[src/hdl/lpd_pkg.sv]
// ----------------------------------------------------------------------------
// lpd_pkg
// Shared types and constants for the length-prefix deframer.
// ----------------------------------------------------------------------------
package lpd_pkg;

    localparam int unsigned LEN_W = 24;
    localparam logic [LEN_W-1:0] MAX_FRAME_LEN_RESET = 24'd10485760;

    typedef enum logic [1:0] {
        KIND_BYTE  = 2'd0,
        KIND_ZERO  = 2'd1,
        KIND_ERROR = 2'd2
    } kind_t;

    typedef struct packed {
        kind_t      kind;
        logic [7:0] payload_byte;
        logic       frame_last;
    } result_t;

endpackage

[src/hdl/lpd_parser.sv]
// ----------------------------------------------------------------------------
// lpd_parser
// Header collection, length check and payload counting; one byte per transfer.
// ----------------------------------------------------------------------------
module lpd_parser
(
    input  logic                         clk,
    input  logic                         rst_n,
    input  logic                         cfg_write_en,
    input  logic [lpd_pkg::LEN_W-1:0]    cfg_write_data,
    input  logic                         accept,
    input  logic                         func,
    input  logic [7:0]                   data_byte,
    output logic                         res_valid,
    output lpd_pkg::result_t             res
);

    typedef enum logic [1:0] {
        PH_HEADER  = 2'd0,
        PH_PAYLOAD = 2'd1,
        PH_CLOSED  = 2'd2
    } phase_t;

    phase_t                      phase_reg, phase_next;
    logic [1:0]                  hcount_reg, hcount_next;
    logic [lpd_pkg::LEN_W-1:0]   accum_reg, accum_next;
    logic [lpd_pkg::LEN_W-1:0]   remain_reg, remain_next;
    logic [lpd_pkg::LEN_W-1:0]   max_len_reg;
    logic [31:0]                 full_len;
    logic [lpd_pkg::LEN_W-1:0]   remain_dec;

    assign full_len   = {accum_reg, data_byte};
    assign remain_dec = remain_reg - lpd_pkg::LEN_W'(1);

    always_comb
    begin
        phase_next       = phase_reg;
        hcount_next      = hcount_reg;
        accum_next       = accum_reg;
        remain_next      = remain_reg;
        res_valid        = 1'b0;
        res.kind         = lpd_pkg::KIND_BYTE;
        res.payload_byte = 8'd0;
        res.frame_last   = 1'b0;
        if (func)
        begin
            phase_next  = PH_HEADER;
            hcount_next = 2'd0;
            accum_next  = '0;
            remain_next = '0;
        end
        else
        begin
            case (phase_reg)
                PH_HEADER:
                begin
                    hcount_next = hcount_reg + 2'd1;
                    if (hcount_reg != 2'd3)
                    begin
                        accum_next = full_len[lpd_pkg::LEN_W-1:0];
                    end
                    else
                    begin
                        accum_next = '0;
                        res_valid  = 1'b1;
                        if (full_len == 32'd0)
                        begin
                            res.kind = lpd_pkg::KIND_ZERO;
                        end
                        else if (full_len > {8'd0, max_len_reg})
                        begin
                            res.kind   = lpd_pkg::KIND_ERROR;
                            phase_next = PH_CLOSED;
                        end
                        else
                        begin
                            res_valid   = 1'b0;
                            remain_next = full_len[lpd_pkg::LEN_W-1:0];
                            phase_next  = PH_PAYLOAD;
                        end
                    end
                end
                PH_PAYLOAD:
                begin
                    remain_next      = remain_dec;
                    res_valid        = 1'b1;
                    res.payload_byte = data_byte;
                    res.frame_last   = (remain_dec == '0);
                    if (remain_dec == '0)
                    begin
                        phase_next = PH_HEADER;
                    end
                end
                default:
                begin
                end
            endcase
        end
    end

    always_ff @(posedge clk or negedge rst_n)
    begin
        if (!rst_n)
        begin
            phase_reg   <= PH_HEADER;
            hcount_reg  <= 2'd0;
            accum_reg   <= '0;
            remain_reg  <= '0;
            max_len_reg <= lpd_pkg::MAX_FRAME_LEN_RESET;
        end
        else
        begin
            if (cfg_write_en)
            begin
                max_len_reg <= cfg_write_data;
            end
            if (accept)
            begin
                phase_reg  <= phase_next;
                hcount_reg <= hcount_next;
                accum_reg  <= accum_next;
                remain_reg <= remain_next;
            end
        end
    end

endmodule

[src/hdl/lpd_out_buf.sv]
// ----------------------------------------------------------------------------
// lpd_out_buf
// Result register with a skid stage; full when the skid entry is occupied.
// ----------------------------------------------------------------------------
module lpd_out_buf
(
    input  logic             clk,
    input  logic             rst_n,
    input  logic             push,
    input  lpd_pkg::result_t push_data,
    output logic             full,
    output logic             out_valid,
    input  logic             out_stall,
    output lpd_pkg::result_t out_data
);

    logic             main_valid_reg;
    logic             skid_valid_reg;
    lpd_pkg::result_t main_reg;
    lpd_pkg::result_t skid_reg;
    logic             pop;

    assign pop       = main_valid_reg && !out_stall;
    assign full      = skid_valid_reg;
    assign out_valid = main_valid_reg;
    assign out_data  = main_reg;

    always_ff @(posedge clk or negedge rst_n)
    begin
        if (!rst_n)
        begin
            main_valid_reg <= 1'b0;
            skid_valid_reg <= 1'b0;
        end
        else
        begin
            if (pop)
            begin
                if (skid_valid_reg)
                begin
                    skid_valid_reg <= 1'b0;
                end
                else
                begin
                    main_valid_reg <= push;
                end
            end
            else if (!main_valid_reg)
            begin
                main_valid_reg <= push;
            end
            else if (push)
            begin
                skid_valid_reg <= 1'b1;
            end
        end
    end

    always_ff @(posedge clk)
    begin
        if (pop && skid_valid_reg)
        begin
            main_reg <= skid_reg;
        end
        else if (push && (pop || !main_valid_reg))
        begin
            main_reg <= push_data;
        end
        if (push && !pop && main_valid_reg)
        begin
            skid_reg <= push_data;
        end
    end

endmodule

[src/hdl/length_prefix_deframer_core.sv]
// ----------------------------------------------------------------------------
// length_prefix_deframer_core
// Splits a byte stream into frames with a 4-byte big-endian length prefix.
//
// Input channel (in_valid/in_stall): one transfer per byte; func high marks a
// connection start, which clears the parse state. Output channel
// (out_valid/out_stall): kind, payload_byte and frame_last per result.
// Header bytes produce no result; the fourth one produces a zero-length or
// oversize result when one applies. After an oversize length the stream is
// closed and data bytes are dropped until the next connection start.
// cfg_write_en/cfg_write_data load max_frame_len; write it only while the
// block is idle.
// Throughput: one input transfer per cycle while in_stall is low. Results
// are presented from the result register.
// When the receiver stalls, results collect in the result register and one
// skid entry; in_stall rises once the skid entry is full.
// Reset clears the parse state and output queue and loads max_frame_len with
// 10485760.
// ----------------------------------------------------------------------------
module length_prefix_deframer_core
(
    input  logic                      clk,
    input  logic                      rst_n,
    input  logic                      cfg_write_en,
    input  logic [23:0]               cfg_write_data,
    input  logic                      in_valid,
    output logic                      in_stall,
    input  logic                      func,
    input  logic [7:0]                data_byte,
    output logic                      out_valid,
    input  logic                      out_stall,
    output logic [1:0]                kind,
    output logic [7:0]                payload_byte,
    output logic                      frame_last
);

    logic             accept;
    logic             res_valid;
    lpd_pkg::result_t res;
    lpd_pkg::result_t out_data;
    logic             buf_full;

    assign in_stall = buf_full;
    assign accept   = in_valid && !buf_full;

    lpd_parser u_parser
    (
        .clk            (clk),
        .rst_n          (rst_n),
        .cfg_write_en   (cfg_write_en),
        .cfg_write_data (cfg_write_data),
        .accept         (accept),
        .func           (func),
        .data_byte      (data_byte),
        .res_valid      (res_valid),
        .res            (res)
    );

    lpd_out_buf u_out_buf
    (
        .clk       (clk),
        .rst_n     (rst_n),
        .push      (accept && res_valid),
        .push_data (res),
        .full      (buf_full),
        .out_valid (out_valid),
        .out_stall (out_stall),
        .out_data  (out_data)
    );

    assign kind         = out_data.kind;
    assign payload_byte = out_data.payload_byte;
    assign frame_last   = out_data.frame_last;

endmodule

[config.mk]
export PLATFORM = sky130hd
export DESIGN_NAME = length_prefix_deframer_core
export DESIGN_NICKNAME = d
export VERILOG_FILES = /design/src/hdl/lpd_pkg.sv /design/src/hdl/lpd_parser.sv /design/src/hdl/lpd_out_buf.sv /design/src/hdl/length_prefix_deframer_core.sv
export SDC_FILE = /design/constraint.sdc
export NUM_CORES = 1
export LEC_CHECK = 0
export ABC_CLOCK_PERIOD_IN_PS = 8100
export BUFFER_PORTS_ARGS = -buffer_cell sky130_fd_sc_hd__clkbuf_2
export CORE_MARGIN = 8
export CORE_UTILIZATION = 45
export DETAILED_ROUTE_END_ITERATION = 8
export PLACE_DENSITY_LB_ADDON = 0.1
export SETUP_SLACK_MARGIN = 0.1
export SYNTH_ARGS = -nofsm -noshare
export SYNTH_HDL_FRONTEND = slang
export SYNTH_HIERARCHICAL = 1
export SYNTH_SLANG_ARGS = --single-unit
[constraint.sdc]
create_clock -name clk -period 8.1 [get_ports clk]
set_clock_uncertainty 0.05 [all_clocks]
set_input_delay 0.405 -clock clk [delete_from_list [all_inputs] [get_ports clk]]
set_output_delay 0.405 -clock clk [all_outputs]
set_load 0.005 [all_outputs]
Word-level counts from Yosys, hierarchy flattened
Cells that the tools add are included.

storage, ports and cells
  input port bits = 38
  output and inout port bits = 13
  word-level logic and storage cells = 82
  memories = 0
  latch bits = 0
  flip-flop bits (word level) = 100
  bits in read-only memories = 0
  bits in writable memories = 0

cells by class
  bitwise logic cells = 0
  shifts and indexed selects = 0
  reduce and logical (&&, ||, !) cells = 24
  equality and inequality tests = 7
  div/mod/pow operators = 0
  multiply operators = 0
  $lt $le $gt $ge = 1
  add/subtract/negate cells = 2
  mux-type cells = 35

operators by type and width
  operator                                                               count
  24-bit 2-to-1 mux                                                      7
  24-bit one-hot mux with 2 select lines                                 1
  11-bit 2-to-1 mux                                                      3
  32-bit by 24-bit greater-than comparator with 1-bit output             1
  32-bit zero test                                                       1
  24-bit zero test                                                       1
  24-bit by 1-bit subtractor with 24-bit output, second input constant   1
  2-bit 2-to-1 mux                                                       11
  1-bit 2-to-1 mux                                                       10
  5-bit AND reduction                                                    2
  9-bit 2-to-1 mux                                                       1
  3-bit != test, second input constant                                   3
  2-bit nonzero test                                                     4
  1-bit logical AND                                                      7
  1-bit zero test                                                        4
  2-bit != test, second input constant                                   2
  2-bit one-hot mux with 2 select lines                                  1
  2-bit AND reduction                                                    2
  3-bit by 2-bit != test with 1-bit output, second input constant        1
  3-bit nonzero test                                                     1
  2-bit by 1-bit adder with 2-bit output, second input constant          1
  2-bit by 1-bit equality test with 1-bit output, second input constant  1
  2-bit zero test                                                        1
  1-bit one-hot mux with 2 select lines                                  1
  1-bit logical OR                                                       1

Logic depth before layout (Yosys ltp)
  depth after elaboration = 10
  mapped depth = 12
  depth with buffers taken out = 12

Hierarchy
Netlist, hierarchy kept.

by module, submodules not included
  module                       cells each  instances  area an instance (um^2)
  lpd_parser                   549         1          4533.1
  lpd_out_buf                  45          1          937.1
  length_prefix_deframer_core  2           1          15.0

Worst setup path before layout
No wires, ideal clock.

  kind = flip-flop to flip-flop
  start = register u_parser/accum_reg[6] (netlist bit)
  end = register u_out_buf.main_reg (netlist bit u_out_buf/out_data[0]) (enable)
  required time = 7.668 ns
  path slack = 5.026 ns
  cell stages (with the launch flop) = 12
  data arrival time = 2.642 ns
  buffers on the path = 0
  period minus slack after synthesis = 3.074 ns
  cell sequence = dfrtp_1 ha_1 nand4_1 or3_1 a21oi_1 or4_1 a31oi_1 nor2b_1 o21ai_0 and3b_1 a21oi_1 a21oi_1

between the ends
  word-level cells in the longest chain between the ends = 9

ends and longest elaborated chain
  item                                                        RTL line                           text
  start: declaration                                          lpd_parser.sv:26                   logic [lpd_pkg::LEN_W-1:0] accum_reg, accum_next;
  start signal: assignment                                    lpd_parser.sv:121                  accum_reg <= accum_next;
  32-bit by 24-bit greater-than comparator with 1-bit output  lpd_parser.sv:70                   else if (full_len > {8'd0, max_len_reg})
  1-bit 2-to-1 mux                                            lpd_parser.sv:70
  1-bit 2-to-1 mux *                                          lpd_parser.sv:66                   if (full_len == 32'd0)
  1-bit 2-to-1 mux *                                          lpd_parser.sv:58                   if (hcount_reg != 2'd3)
  1-bit one-hot mux with 2 select lines *                     lpd_parser.sv:54                   case (phase_reg)
  1-bit 2-to-1 mux *                                          lpd_parser.sv:45                   if (func)
  net res_valid                                               length_prefix_deframer_core.sv:38  logic res_valid;
  1-bit logical AND *                                         length_prefix_deframer_core.sv:63  .push (accept && res_valid),
  1-bit logical AND *                                         lpd_out_buf.sv:65                  else if (push && (pop || !main_valid_reg))
  2-bit nonzero test (no source line) *                       -
  end signal: assignment                                      lpd_out_buf.sv:63                  main_reg <= skid_reg;
  end signal: assignment                                      lpd_out_buf.sv:67                  main_reg <= push_data;
  end: declaration                                            lpd_out_buf.sv:19                  lpd_pkg::result_t main_reg;

The timed path passes the listed nets; every way through them passes the cells marked *.
A chain may end at the register's enable or synchronous reset.

Final worst setup path
  start = register u_parser/accum_reg[3] (netlist bit)
  end = register u_out_buf.main_reg (netlist bit u_out_buf/out_data[2]) (enable)

The elaborated chain is that of the path after synthesis.

==> results.txt <==
Vert. Die Dim -> 126.4 um
clock tree from TritonCTS -> done
Setup TNS -> 0 ns
Num Clock Sinks -> 100
count of fill cells added during filler insertion -> 1117
status -> finished clean
final number of hold-violating endpoints -> 0
post-layout minimum cycle time -> 3.600 ns
number of buffers inserted during clock tree synthesis -> 9
Hold Path Class -> input port to asynchronous set/reset pin
Total Nets Final -> 695
leakage power total -> 2.724 nW
proportion of synthesized chip area in sequential cells -> 0.4767
category of the critical setup timing path -> flop to flop
leftover overflow at the end of global routing -> 0
largest fanout on the critical path -> 11
proportion of layout cells with a drive suffix above 1 -> 0.1496
routed vias/inst -> 5.737
number of different library cells in the post-synthesis netlist -> 63
Crit. End Element -> flop
synthesis warning total -> 6
antenna violations before repair -> 0
number of antenna-violating nets in the routed design -> 0
maximum number of pins on one net before global-route repair -> 79
synthesized netlist cell count -> 596
longest individual stage delay on the worst path -> 0.72 ns
portion of the clock cycle consumed by the worst path in the final layout -> 0.4445
Area growth syn-to-layout -> 11.34%
number of gates given a new drive strength after cts -> 0
total power divided by cell area -> 311.5 mW/mm2
maximum clock insertion buffer count -> 2
RePlAce Congestion -> 0.8661
initial detailed-routing violation count -> 367
Clock H-tree levels -> 3
Hold-fix buffers, CTS -> 0
number of standard-cell rows in the floorplan -> 40
initial core utilization -> 0.4586
setup violation total in the final timing report -> 0
Critical Path RT -> 8.02 ns
wire length of the first global-routing pass -> 22430 um
Avg Synthesized Cell Area -> 9.203 um2
count of flip-flops with a built-in enable after synthesis -> 22
RSZ-0062 raised after global routing -> no
Worst EP arrival -> 3.52 ns
gr usage total -> 0.1762
IR drop worst, VDD -> 0.0001829 V
share of synthesized flip-flops with an asynchronous set or reset -> 0.7800
Max Slew Vio Count -> 0
insertion delay to the later sink of the worst-skew pair -> 0.35 ns
post-synth net total -> 661
average wire per cell in the routed design -> 17.52 um
die outline area -> 0.01598 mm2
most instantiated flip-flop cell in the synthesis netlist -> sky130_fd_sc_hd__dfrtp_1
Ant. Diodes -> 0
first drt pass iteration count -> 5
DPL Wire Length -> 9867 um
maximum frequency from static timing analysis -> 277.7 MHz
I/O pin total -> 51
post-synth design cell area -> 0.005485 mm2
Post-Place Setup Slack -> 4.476 ns
clock-pin slew on the worst setup and hold paths -> 0.07 ns
die width -> 126.4 um
worst-path cell with the longest stage delay -> sky130_fd_sc_hd__a21oi_1
cell-by-cell listing of the critical path -> ha_1 -> nand4_1 -> or3_1 -> a21oi_1 -> or4_1 -> a31oi_1 -> nor2b_1 -> o21ai_0 -> and3b_1 -> a21oi_1 -> a21oi_1
number of design rule violations left after detail routing -> 0
slew margin rel. -> 0.3209
slew of the pin with the lowest slew margin -> 1.019 ns
number of max-capacitance violations reported -> 0
CTS root buf -> sky130_fd_sc_hd__clkbuf_16
worst hold slack after final layout -> 0.1747 ns
total via count in the routed design -> 4486
total of buffers placed on input and output ports -> 50
area inside the core boundary -> 0.01196 mm2
number of storage elements in the synthesis netlist -> 100
vias in the first global route -> 4383
worst setup slack after layout -> 4.500 ns
count of buffers added by post-CTS timing repair for setup -> 0
cell occurring most often along the worst timing path -> sky130_fd_sc_hd__a21oi_1
kind of start point of the critical path -> flop
wirelength, routed -> 13700 um
where the power goes:
| part | internal [mW] | switching (mW) |
|---|---|---|
| Sequential | 0.636 | 0.161 |
| Clock | 0.225 | 0.187 |
| Combinational | 0.271 | 0.422 |
per-stage QoR:
step,std cells,util,area [um2],power (mW)
2_1_floorplan,596,-,5485,1.280
3_3_place_gp,766,0.4871,5827,1.476
5_1_grt,782,0.5106,6107,2.052
6_report,782,0.5106,6107,1.902
4_1_cts,782,0.5106,6107,1.916
3_5_place_dp,766,0.4871,5827,1.495
critical path, delay by kind of cell, from the launching register on:
kind            cells  cell delay (ns)
simple gates        5             1.13
fa+ha+maj           1             0.35
flops               1             0.45
compound gates      5             1.23
metal layers:
metal / GRT usage / wire (um)
met4: 0.05591 / 281
met2: 0.2852 / 6533
met5: 0 / 0
met1: 0.2227 / 6217
met3: 0.04985 / 667
layout by cell type, fill, tap and decap left out, types with 4 or more instances in the layout:
cell type,count
sky130_fd_sc_hd__nor2b_1,7
sky130_fd_sc_hd__o21ai_0,97
sky130_fd_sc_hd__edfxtp_1,22
sky130_fd_sc_hd__clkbuf_2,49
sky130_fd_sc_hd__or4_1,4
sky130_fd_sc_hd__a21oi_1,34
sky130_fd_sc_hd__nor2_1,42
sky130_fd_sc_hd__dfrtp_1,76
sky130_fd_sc_hd__and3_1,7
sky130_fd_sc_hd__a32oi_1,8
sky130_fd_sc_hd__nor4_1,18
sky130_fd_sc_hd__inv_1,34
sky130_fd_sc_hd__buf_4,6
sky130_fd_sc_hd__nor3_1,12
sky130_fd_sc_hd__a22oi_1,5
sky130_fd_sc_hd__nand3_1,9
sky130_fd_sc_hd__clkbuf_16,9
sky130_fd_sc_hd__and4_1,4
sky130_fd_sc_hd__nand4_1,7
sky130_fd_sc_hd__nand2_1,84
sky130_fd_sc_hd__ha_1,27
sky130_fd_sc_hd__mux2_4,10
logic make-up after synthesis:
logic type      synth area share
compound gates            0.1793
xor+xnor                0.006388
fa+ha+maj                0.06159
buf+inv                  0.04813
flops                     0.4767
mux                      0.03148
simple gates              0.1964
cell type report:
type                       count  area, um2  area share
timing repair buffer          55      290.3     0.04753
inverter                      34      127.6     0.02090
clock buffer                  12      256.5     0.04200
tap                          147      183.9     0.03012
multi-input combinational    430       2610      0.4274
clock inverter                 4      23.77    0.003893
sequential                   100       2615      0.4282
path summary, 6_finish.rpt:
| path | from | to | slack (ns) | cells past startpoint |
|---|---|---|---|---|
| min in group clk | cfg_write_data[18] | u_parser/max_len_reg[18] | 0.21 | 3 |
| worst min register to register | u_parser/accum_reg[18] | u_parser/accum_reg[18] | 0.43 | 2 |
| worst max-delay path | u_parser/accum_reg[3] | u_out_buf/out_data[2] | 4.50 | 11 |
| worst max register to register | u_parser/accum_reg[3] | u_out_buf/out_data[2] | 4.50 | 11 |
| worst min-delay path | rst_n | u_parser/hcount_reg[0] | 0.17 | 1 |
| max in group asynchronous | rst_n | u_parser/remain_reg[4] | 7.17 | 1 |
cells in the mapped netlist, types with 3 or more instances:
library cell | count | area share
sky130_fd_sc_hd__or3_1 | 3 | 0.0034
sky130_fd_sc_hd__a21oi_1 | 34 | 0.031
sky130_fd_sc_hd__a22oi_1 | 5 | 0.0068
sky130_fd_sc_hd__and4_1 | 4 | 0.0064
sky130_fd_sc_hd__nor3_1 | 12 | 0.011
sky130_fd_sc_hd__inv_1 | 34 | 0.023
sky130_fd_sc_hd__o21a_1 | 3 | 0.0041
sky130_fd_sc_hd__nand2_1 | 84 | 0.057
sky130_fd_sc_hd__nor4_1 | 18 | 0.021
sky130_fd_sc_hd__and3_1 | 7 | 0.0080
sky130_fd_sc_hd__nand4_1 | 7 | 0.0080
sky130_fd_sc_hd__mux2_4 | 10 | 0.027
sky130_fd_sc_hd__a32oi_1 | 8 | 0.013
sky130_fd_sc_hd__xor2_1 | 3 | 0.0048
sky130_fd_sc_hd__edfxtp_1 | 22 | 0.12
sky130_fd_sc_hd__clkbuf_1 | 28 | 0.019
sky130_fd_sc_hd__ha_1 | 27 | 0.062
sky130_fd_sc_hd__dfrtp_1 | 76 | 0.35
sky130_fd_sc_hd__o21ai_0 | 98 | 0.089
sky130_fd_sc_hd__nor2b_1 | 7 | 0.0080
sky130_fd_sc_hd__nand3_1 | 9 | 0.0082
sky130_fd_sc_hd__nor2_1 | 42 | 0.029
sky130_fd_sc_hd__or4_1 | 4 | 0.0055
(Power assumes the default switching activity.)
